### src/rtl/lkod_pkg.sv
// Shared types and defaults for the lock-order cycle detector.
package lkod_pkg;

  localparam int NUM_LOCKS_DEF   = 32;
  localparam int NUM_THREADS_DEF = 8;
  localparam int HELD_DEPTH_DEF  = 8;

  localparam int LOCK_ID_W   = 5;
  localparam int THREAD_ID_W = 3;

  localparam logic MODE_ACQUIRE = 1'b0;
  localparam logic MODE_RELEASE = 1'b1;

  typedef enum logic [2:0] {
    ST_IDLE,
    ST_ASCAN,
    ST_LINK,
    ST_PEEL,
    ST_RSCAN,
    ST_SHIFT,
    ST_RESP
  } state_t;

  typedef struct packed {
    logic link;
    logic peel_init;
    logic peel_step;
  } graph_cmd_t;

  typedef struct packed {
    logic settled;
    logic alive_any;
  } graph_stat_t;

endpackage

### src/rtl/lock_order_cycle_detector_core.sv
// Lock-order cycle detector top level: event sequencer, held stacks and result beat.
// Acquire: scan the thread's held stack, link the new edges and run peel passes until the live
//   set settles (skipped once a cycle is latched), then strobe done in the result beat.
// Release: scan the stack from the top, shift the entries above a hit down, then strobe done;
//   out-of-range events go straight to the result beat. One event at a time: busy holds from
//   the accept through the result beat, so the next start is taken in the cycle after done at
//   the earliest. Synchronous reset clears the edge matrix, held counts (via valid bits) and cycle flag.
module lock_order_cycle_detector_core #(
  parameter int NUM_LOCKS   = lkod_pkg::NUM_LOCKS_DEF,
  parameter int NUM_THREADS = lkod_pkg::NUM_THREADS_DEF,
  parameter int HELD_DEPTH  = lkod_pkg::HELD_DEPTH_DEF
) (
  input  logic                             clk,
  input  logic                             rst,
  input  logic                             start,
  output logic                             busy,
  input  logic                             mode,
  input  logic [lkod_pkg::LOCK_ID_W-1:0]   lock_id,
  input  logic [lkod_pkg::THREAD_ID_W-1:0] thread_id,
  output logic                             done,
  output logic                             cycle_detected,
  output logic                             held_full,
  output logic                             not_held
);

  localparam int LW = $clog2(NUM_LOCKS);
  localparam int TW = (NUM_THREADS > 1) ? $clog2(NUM_THREADS) : 1;
  localparam int SW = (HELD_DEPTH > 1) ? $clog2(HELD_DEPTH) : 1;
  localparam int CW = $clog2(HELD_DEPTH + 1);
  localparam int AW = TW + SW;

  lkod_pkg::state_t state, state_next;

  // Event beat, latched at accept.
  logic          mode_q;
  logic [LW-1:0] lk;
  logic [TW-1:0] tid;
  logic [CW-1:0] cnt;

  // Scan and shift pointers.
  logic [CW-1:0] rp;
  logic [SW-1:0] wp;
  logic [SW-1:0] islot;
  logic          pend;
  logic [CW-1:0] rslot;
  logic          hit;

  logic [NUM_LOCKS-1:0] mask;
  logic                 res_cyc, res_full, res_miss;
  logic                 cycle_seen;

  // Held stacks: one row of HELD_DEPTH slots per thread.
  logic [LW-1:0] stack_mem [2**AW];
  logic [LW-1:0] rd_data;
  logic          rd_en, wr_en;
  logic [AW-1:0] rd_addr, wr_addr;
  logic [LW-1:0] wr_data;

  // Held counts with reset valid bits; an invalid entry reads as zero.
  logic [CW-1:0]     cnt_mem [2**TW];
  logic [2**TW-1:0]  cnt_vld;
  logic              cnt_we;
  logic [CW-1:0]     cnt_wdata;

  logic [TW-1:0] tid_in;
  logic [LW-1:0] lk_in;
  logic          in_range;
  logic          accept;

  lkod_pkg::graph_cmd_t  gcmd;
  lkod_pkg::graph_stat_t gstat;

  assign tid_in   = TW'(thread_id);
  assign lk_in    = LW'(lock_id);
  assign in_range = (int'(lock_id) < NUM_LOCKS) && (int'(thread_id) < NUM_THREADS);
  assign accept   = start && !busy;

  // Release scans from the top of the stack down.
  assign rslot = cnt - rp - CW'(1);
  assign hit   = (state == lkod_pkg::ST_RSCAN) && pend && (rd_data == lk);

  lkod_graph #(
    .NUM_LOCKS(NUM_LOCKS)
  ) u_graph (
    .clk (clk),
    .rst (rst),
    .cmd (gcmd),
    .mask(mask),
    .lk  (lk),
    .stat(gstat)
  );

  always_ff @(posedge clk) begin
    if (rst) begin
      state <= lkod_pkg::ST_IDLE;
    end else begin
      state <= state_next;
    end
  end

  always_comb begin
    state_next = state;
    rd_en      = 1'b0;
    rd_addr    = {tid, rp[SW-1:0]};
    wr_en      = 1'b0;
    wr_addr    = {tid, wp};
    wr_data    = rd_data;
    cnt_we     = 1'b0;
    cnt_wdata  = cnt;
    gcmd       = '0;
    case (state)
      lkod_pkg::ST_IDLE: begin
        if (start) begin
          if (!in_range) begin
            state_next = lkod_pkg::ST_RESP;
          end else if (mode == lkod_pkg::MODE_RELEASE) begin
            state_next = lkod_pkg::ST_RSCAN;
          end else begin
            state_next = lkod_pkg::ST_ASCAN;
          end
        end
      end
      lkod_pkg::ST_ASCAN: begin
        // Walk every held slot; the registered read lands in the next cycle.
        if (rp < cnt) begin
          rd_en = 1'b1;
        end
        if ((rp == cnt) && !pend) begin
          state_next = lkod_pkg::ST_LINK;
        end
      end
      lkod_pkg::ST_LINK: begin
        gcmd.link      = 1'b1;
        gcmd.peel_init = 1'b1;
        if (int'(cnt) < HELD_DEPTH) begin
          wr_en     = 1'b1;
          wr_addr   = {tid, cnt[SW-1:0]};
          wr_data   = lk;
          cnt_we    = 1'b1;
          cnt_wdata = cnt + CW'(1);
        end
        // Edges only accumulate, so a latched cycle needs no new search.
        state_next = cycle_seen ? lkod_pkg::ST_RESP : lkod_pkg::ST_PEEL;
      end
      lkod_pkg::ST_PEEL: begin
        gcmd.peel_step = 1'b1;
        if (gstat.settled) begin
          state_next = lkod_pkg::ST_RESP;
        end
      end
      lkod_pkg::ST_RSCAN: begin
        rd_addr = {tid, rslot[SW-1:0]};
        if ((rp < cnt) && !hit) begin
          rd_en = 1'b1;
        end
        if (hit) begin
          state_next = lkod_pkg::ST_SHIFT;
        end else if ((rp == cnt) && !pend) begin
          state_next = lkod_pkg::ST_RESP;
        end
      end
      lkod_pkg::ST_SHIFT: begin
        // Close the gap: read slot rp, write it one slot lower next cycle.
        if (pend) begin
          wr_en = 1'b1;
        end
        if (rp < cnt) begin
          rd_en = 1'b1;
        end
        if ((rp == cnt) && !pend) begin
          cnt_we     = 1'b1;
          cnt_wdata  = cnt - CW'(1);
          state_next = lkod_pkg::ST_RESP;
        end
      end
      lkod_pkg::ST_RESP: begin
        state_next = lkod_pkg::ST_IDLE;
      end
      default: begin
        state_next = lkod_pkg::ST_IDLE;
      end
    endcase
  end

  // Event datapath.
  always_ff @(posedge clk) begin
    if (accept) begin
      mode_q   <= mode;
      lk       <= lk_in;
      tid      <= tid_in;
      cnt      <= cnt_vld[tid_in] ? cnt_mem[tid_in] : '0;
      rp       <= '0;
      wp       <= '0;
      pend     <= 1'b0;
      mask     <= '0;
      res_cyc  <= 1'b0;
      res_full <= 1'b0;
      res_miss <= 1'b0;
    end else begin
      if (hit) begin
        pend <= 1'b0;
        rp   <= CW'(islot) + CW'(1);
        wp   <= islot;
      end else begin
        pend <= rd_en;
        if (rd_en) begin
          rp <= rp + CW'(1);
        end
      end
      if (rd_en) begin
        islot <= rd_addr[SW-1:0];
      end
      if ((state == lkod_pkg::ST_SHIFT) && pend) begin
        wp <= wp + SW'(1);
      end
      // Collect every other held lock as an edge source.
      if ((state == lkod_pkg::ST_ASCAN) && pend && (rd_data != lk)) begin
        mask <= mask | (NUM_LOCKS'(1) << rd_data);
      end
      if (state == lkod_pkg::ST_LINK) begin
        res_full <= !(int'(cnt) < HELD_DEPTH);
        if (cycle_seen) begin
          res_cyc <= 1'b1;
        end
      end
      if ((state == lkod_pkg::ST_PEEL) && gstat.settled) begin
        res_cyc <= gstat.alive_any;
      end
      if ((state == lkod_pkg::ST_RSCAN) && !hit && (rp == cnt) && !pend) begin
        res_miss <= 1'b1;
      end
    end
  end

  // Sticky cycle flag.
  always_ff @(posedge clk) begin
    if (rst) begin
      cycle_seen <= 1'b0;
    end else if ((state == lkod_pkg::ST_PEEL) && gstat.settled && gstat.alive_any) begin
      cycle_seen <= 1'b1;
    end
  end

  always_ff @(posedge clk) begin
    if (wr_en) begin
      stack_mem[wr_addr] <= wr_data;
    end
    if (rd_en) begin
      rd_data <= stack_mem[rd_addr];
    end
  end

  always_ff @(posedge clk) begin
    if (cnt_we) begin
      cnt_mem[tid] <= cnt_wdata;
    end
  end

  always_ff @(posedge clk) begin
    if (rst) begin
      cnt_vld <= '0;
    end else if (cnt_we) begin
      cnt_vld[tid] <= 1'b1;
    end
  end

  // Hold busy high through reset so no beat is taken while the state is cleared.
  assign busy           = rst || (state != lkod_pkg::ST_IDLE);
  assign done           = (state == lkod_pkg::ST_RESP);
  assign cycle_detected = res_cyc;
  assign held_full      = res_full;
  assign not_held       = res_miss;

  // Hold busy from the accepting edge on.
  a_accept_busy: assert property (@(posedge clk) disable iff (rst)
    (start && !busy) |=> busy)
    else $error("busy did not rise after accept");

  // A release never reports acquire flags and vice versa.
  a_flag_mix: assert property (@(posedge clk) disable iff (rst)
    done |-> !(not_held && (cycle_detected || held_full)))
    else $error("release and acquire flags in one result beat");

  // Once latched, the cycle flag stays set.
  a_cycle_sticky: assert property (@(posedge clk) disable iff (rst)
    cycle_seen |=> cycle_seen)
    else $error("cycle flag dropped");

  // The peel search only runs while no cycle is latched.
  a_peel_skip: assert property (@(posedge clk) disable iff (rst)
    (state == lkod_pkg::ST_PEEL) |-> !cycle_seen)
    else $error("peel pass with a latched cycle");

  // A release result follows a release event.
  a_miss_mode: assert property (@(posedge clk) disable iff (rst)
    (done && not_held) |-> (mode_q == lkod_pkg::MODE_RELEASE))
    else $error("not_held on an acquire");

endmodule

### src/rtl/lkod_graph.sv
// Lock-order edge matrix and the shared peel step that tests it for a cycle.
module lkod_graph #(
  parameter int NUM_LOCKS = lkod_pkg::NUM_LOCKS_DEF
) (
  input  logic                         clk,
  input  logic                         rst,
  input  lkod_pkg::graph_cmd_t         cmd,
  input  logic [NUM_LOCKS-1:0]         mask,
  input  logic [$clog2(NUM_LOCKS)-1:0] lk,
  output lkod_pkg::graph_stat_t        stat
);

  logic [NUM_LOCKS-1:0] edges [NUM_LOCKS];
  logic [NUM_LOCKS-1:0] alive;
  logic [NUM_LOCKS-1:0] alive_next;

  // A node survives a step only while it still points into the live set.
  always_comb begin
    for (int n = 0; n < NUM_LOCKS; n++) begin
      alive_next[n] = alive[n] & (|(edges[n] & alive));
    end
  end

  assign stat.settled   = (alive_next == alive);
  assign stat.alive_any = |alive;

  always_ff @(posedge clk) begin
    if (rst) begin
      for (int r = 0; r < NUM_LOCKS; r++) begin
        edges[r] <= '0;
      end
    end else if (cmd.link) begin
      for (int r = 0; r < NUM_LOCKS; r++) begin
        if (mask[r]) begin
          edges[r][lk] <= 1'b1;
        end
      end
    end
  end

  always_ff @(posedge clk) begin
    if (cmd.peel_init) begin
      alive <= '1;
    end else if (cmd.peel_step) begin
      alive <= alive_next;
    end
  end

endmodule

### config.mk
export PLATFORM = sky130hd
export DESIGN_NAME = lock_order_cycle_detector_core
export DESIGN_NICKNAME = d
export VERILOG_FILES = /design/src/rtl/lkod_pkg.sv /design/src/rtl/lock_order_cycle_detector_core.sv /design/src/rtl/lkod_graph.sv
export SDC_FILE = /design/constraint.sdc
export NUM_CORES = 2
export LEC_CHECK = 0
export BUFFER_PORTS_ARGS = -buffer_cell sky130_fd_sc_hd__buf_2
export CORE_ASPECT_RATIO = 1.25
export CORE_MARGIN = 5
export CORE_UTILIZATION = 55
export CTS_CLUSTER_DIAMETER = 120
export DETAILED_ROUTE_END_ITERATION = 12
export PLACE_DENSITY = 0.78
export SETUP_SLACK_MARGIN = 0.4
export SKIP_CTS_REPAIR_TIMING = 1
export SYNTH_ARGS = -nofsm -noshare
export SYNTH_HDL_FRONTEND = slang
export SYNTH_HIERARCHICAL = 1
export SYNTH_SLANG_ARGS = --single-unit
### constraint.sdc
create_clock -name clk -period 25.9 [get_ports clk]
set_clock_uncertainty 0.2 [all_clocks]
set_input_delay 3.885 -clock clk [delete_from_list [all_inputs] [get_ports clk]]
set_output_delay 3.885 -clock clk [all_outputs]
set_load 0.03 [all_outputs]
Word-level counts from Yosys, hierarchy flattened. Memory sizes are Yosys's and may differ from the RTL's. A register that Yosys moved wholly into a read port is not among the register bits. Cells that the tools add are included.

Register bits: 98. Bits in writable memories: 1376. Input bits: 12. Output and inout bits: 5. Memories: 3.

$add $sub $neg: 7. $lt $le $gt $ge: 7. Eq/ne operators: 13. Shift-type cells: 1. Mux-type cells: 1197. Bitwise operators: 1091. Reductions and logical operators: 65.

Memories: u_graph.edges (words 32, width 32, rd ports 32, clocked after memory_dff 0, write ports 32, line lkod_graph.sv:13) `logic [NUM_LOCKS-1:0] edges [NUM_LOCKS];`; stack_mem (words 64, width 5, rd ports 1, clocked after memory_dff 1, write ports 1, line lock_order_cycle_detector_core.sv:53) `logic [LW-1:0] stack_mem [2**AW];`; cnt_mem (words 8, width 4, rd ports 1, clocked after memory_dff 1, write ports 1, line lock_order_cycle_detector_core.sv:60) `logic [CW-1:0] cnt_mem [2**TW];`.

Operator list (count): 1-bit two-way mux (1138); 32-bit OR reduction (33); 32-bit bitwise AND (32); 32-bit two-way mux (32); 1-bit OR (1024); 3-bit two-way mux (12); 1-bit bitwise AND (32); 32-bit equality test (1); 32-bit OR (1); 1-bit by 5-bit left shift with 32-bit output, first input constant (1); 3-bit case mux with 6 select lines (1); 4-bit two-way mux (4); 1-bit logical AND (15); 5-bit two-way mux (2); 3-bit equality test, second input constant (3); 4-bit by 1-bit adder with 4-bit output, second input constant (2); 3-bit by 4-bit less-than comparator with 1-bit output, second input constant (2); 8-bit OR (1); 4-bit case mux with 2 select lines (1); 2-bit nonzero test (4); 3-bit by 2-bit equality test with 1-bit output, second input constant (2); 5-bit by 6-bit less-than comparator with 1-bit output, second input constant (1); 2-bit inequality test, second input constant (3); 1-bit case mux with 2 select lines (3); other kinds (25) (31).

Logic depth before layout (Yosys ltp).
Depth after elaboration: 9. Mapped depth: 15. Depth with buffers taken out: 13.

Hierarchy. The synthesis kept the hierarchy.

Modules (own cells, without submodules): lkod_graph (instances 1, cells an instance 3380, area each 41396.0 µm², seq. area each 25944.9 µm²); lock_order_cycle_detector_core (instances 1, cells an instance 1335, area each 17352.9 µm², seq. area each 12271.8 µm²).

Worst setup path after synthesis. OpenSTA, ideal clock, no wires.

Kind: input to register. Start point: input port rst. End point: memory u_graph/edges[1][100] in the netlist's numbering, data pin. Arrival: 11.091 ns. Setup slack: 12.965 ns. Stages: 3. Buffers on the path: 2. Cells stage by stage: inv_2 -> clkbuf_1 -> clkbuf_1.

RTL lines: from (decl) (line lock_order_cycle_detector_core.sv:14) `input logic rst,`; to (decl) (line lkod_graph.sv:13).

Worst setup path after layout.
Start point: input port rst. End point: output port busy.

Longest elaborated chain between the ends: 1.

RTL lines: 1-bit logical OR (line lock_order_cycle_detector_core.sv:268) `assign busy = rst || (state != lkod_pkg::ST_IDLE);`; to (decl) (line lock_order_cycle_detector_core.sv:16) `output logic busy,`.

Every way passes these cells.

==> impl_results.md <==
- Outcome: finished, final reports clean
- Number of flops mapped to enable cells by yosys: 852
- Setup TNS Final: 0 ns
- Power Dens Cells: 98.0 nW/um2
- CTS max path bufs: 3
- Critical Path AT: 4.77 ns
- Post-Synth Adder-Cell Area: 0.204%
- WP data required: 21.81 ns
- Filler Cell Count: 8017
- IO Count: 17
- Initial DRT Pass Iterations: 6
- Total Die Area: 113000 um2
- Synthesis Warnings: 6
- Compound-gate portion of the synthesized area: 22.3%
- Top delay family on crit path: buffers and inverters
- Worst skew pair latency: 0.77 ns
- Slowest cell on crit path: nor4_1
- Critical-path cell list: buf_2 -> nor4_1 -> inv_1 -> buf_2
- Wire length of the first global-routing pass: 268000 um
- H-tree levels: 4
- Global route overflow: 0
- Maxcap violations: 0
- Die Width: 302 um
- Vias in the first global route: 40700
- Final hold violation count: 0
- PortBufs: 16
- Initial Util: 55.2%
- Syn_nets: 4736
- CTS Root Cell: clkbuf_16
- RSZ-0062 raised after global routing: no
- Hpwl dp: 94100 um
- Post-route insts no fill: 5992
- Fmax: 0.113 GHz
- Synth Area in Simple Gates: 6.43%
- Vias per cell: 7.18
- Worst Setup Start Kind: input pin
- Path type of the worst setup path: in2out
- Crit path largest cell delay: 0.39 ns
- Peak VDD IR: 0.0981 mV
- Synth Register Bits: 1483
- Area leader, netlist: edfxtp_1
- Critical path buffer and inverter count: 3
- Routed WL: 186000 um
- Placed cell count: 5729
- Mean area per synthesized cell: 12.5 um2
- CP dominant cell by count: buf_2
- Slew Viols, Final: 0
- Share of post-route cells with drive strength above 1: 9.96%
- Wirelength per Cell: 31.0 um
- Min Tclk post-route: 8.86 ns
- Slew @ Worst Pin: 1.31 ns
- Initial DRC count: 6818
- Remaining DRCs: 0
- Crit path capture type: output pin
- Synth top area share: 43.5%
- Cell variety after synth: 59
- Mapped Area: 58700 um2
- Die Span Y: 375 um
- GRT Overall Usage: 31.8%
- Most common cell after layout, fill and taps aside: edfxtp_1
- Num CTS Buffers: 141
- Initial antenna violation count: 1
- Row Count: 134
- Final setup fails: 0
- Core Footprint: 106000 um2
- Most frequent cells in the layout: edfxtp_1, dfxtp_1, o2bb2ai_1
- Clock sinks: 1483
- Ranking of synthesized cells by area: edfxtp_1, dfxtp_1, o2bb2ai_1
- Seq/Total Area, Yosys: 65.1%
- Layout area overhead: 8.17%
- Slew headroom: 12.2%
- Hold Crit Class: reg2reg
- Clock slew at reported path FFs: 0.06 ns
- Routed Antenna Nets: 0
- Synth async-reset ratio: 0%
- Fin nets: 4465
- Post-synth top flop: edfxtp_1
- Pwr Total: 6.23 mW
- Placer Congestion: 0.835
- Pleak: 20.5 nW
- Via count: 43000
- Mux share of post-synthesis cell area: 1.28%
- TritonCTS clock tree: yes
- Fin crit share: 34.2%
- Critical Path Fanout Max: 15
- Pin count of the biggest net entering global routing: 174
- Mapped Cells: 4715
- Xor/xnor share of the synthesized area: 0.194%
- Largest family of logic cells by synthesized area: compound AO/OA/AOI/OAI gates
worst paths after layout:
path                            slack, ns                 start                   end  depth (start not counted)
worst max-delay path                17.04                   rst                  busy                          4
worst min-delay path                 0.26  u_graph/edges[0][10]  u_graph/edges[0][10]                          1
worst max register to register      20.36                 rp[0]            rd_data[4]                         11
worst min register to register       0.26  u_graph/edges[0][10]  u_graph/edges[0][10]                          1
Yosys cell counts, drive strengths merged (66+ instances only):
library cell / count
o21ai: 495
a221oi: 130
clkbuf: 309
nand2: 327
dfxtp: 631
buf: 217
o2bb2ai: 544
a21oi: 98
edfxtp: 852
nand3: 66
a22o: 112
a22oi: 322
nand4: 120
nor2: 181
flip-flops by register name (all words and copies together) (netlist names), 3 cells and up:
name	count
u_graph/edges	1024
stack_mem	320
cnt_mem	32
mask	32
u_graph/alive	32
cnt_vld	8
lk	5
rd_data	5
cnt	4
rp	4
islot	3
state	3
tid	3
wp	3
report_power, final:
part | switching, mW | leakage (nW) | internal (mW)
logic | 0.929 | 5.11 | 0.271
clock network | 0.900 | 2.25 | 1.16
registers | 0.278 | 13.1 | 2.69
logic make-up after synthesis:
logic type | count (synthesis)
AOI/OAI and AO/OA | 1805
xor gates and xnor gates | 13
muxes | 44
DFF | 1483
and+or+nand+nor | 808
adders and majority gates | 9
buffers and inverters | 553
final cells by class:
| cell class | instances | area [um2] | share of cell area (%) |
|---|---|---|---|
| clock inverter | 56 | 557 | 0.876 |
| sequential | 1483 | 38300 | 60.2 |
| antenna | 5 | 12.5 | 0.0197 |
| multi-input combinational | 2679 | 18000 | 28.3 |
| timing repair buffer | 112 | 801 | 1.26 |
| clock buffer | 202 | 4020 | 6.33 |
| inverter | 27 | 110 | 0.173 |
| tap | 1428 | 1790 | 2.81 |
metal layers:
metal  global-route usage [%]  up-vias  wire length, um
met5                        0        -                0
li1                         -    17800                -
met2                     48.9     3414            83400
met4                     20.2        0            15200
met3                     8.05      961            25900
met1                     40.3    20800            61300
per-stage QoR:
stage               worst slack (ns)  utilization [%]  hold WS [ns]  cell area [um2]
global placement               17.16             55.4         0.242            59000
CTS                            17.04             59.7         0.263            63500
detailed placement             17.05             55.4         0.246            59000
floorplan                      12.96                -         0.231            58700
global route                   16.97             59.7         0.273            63500
finish                         17.04             59.7         0.258            63500
Note: power is estimated with default switching activity, not from simulation.
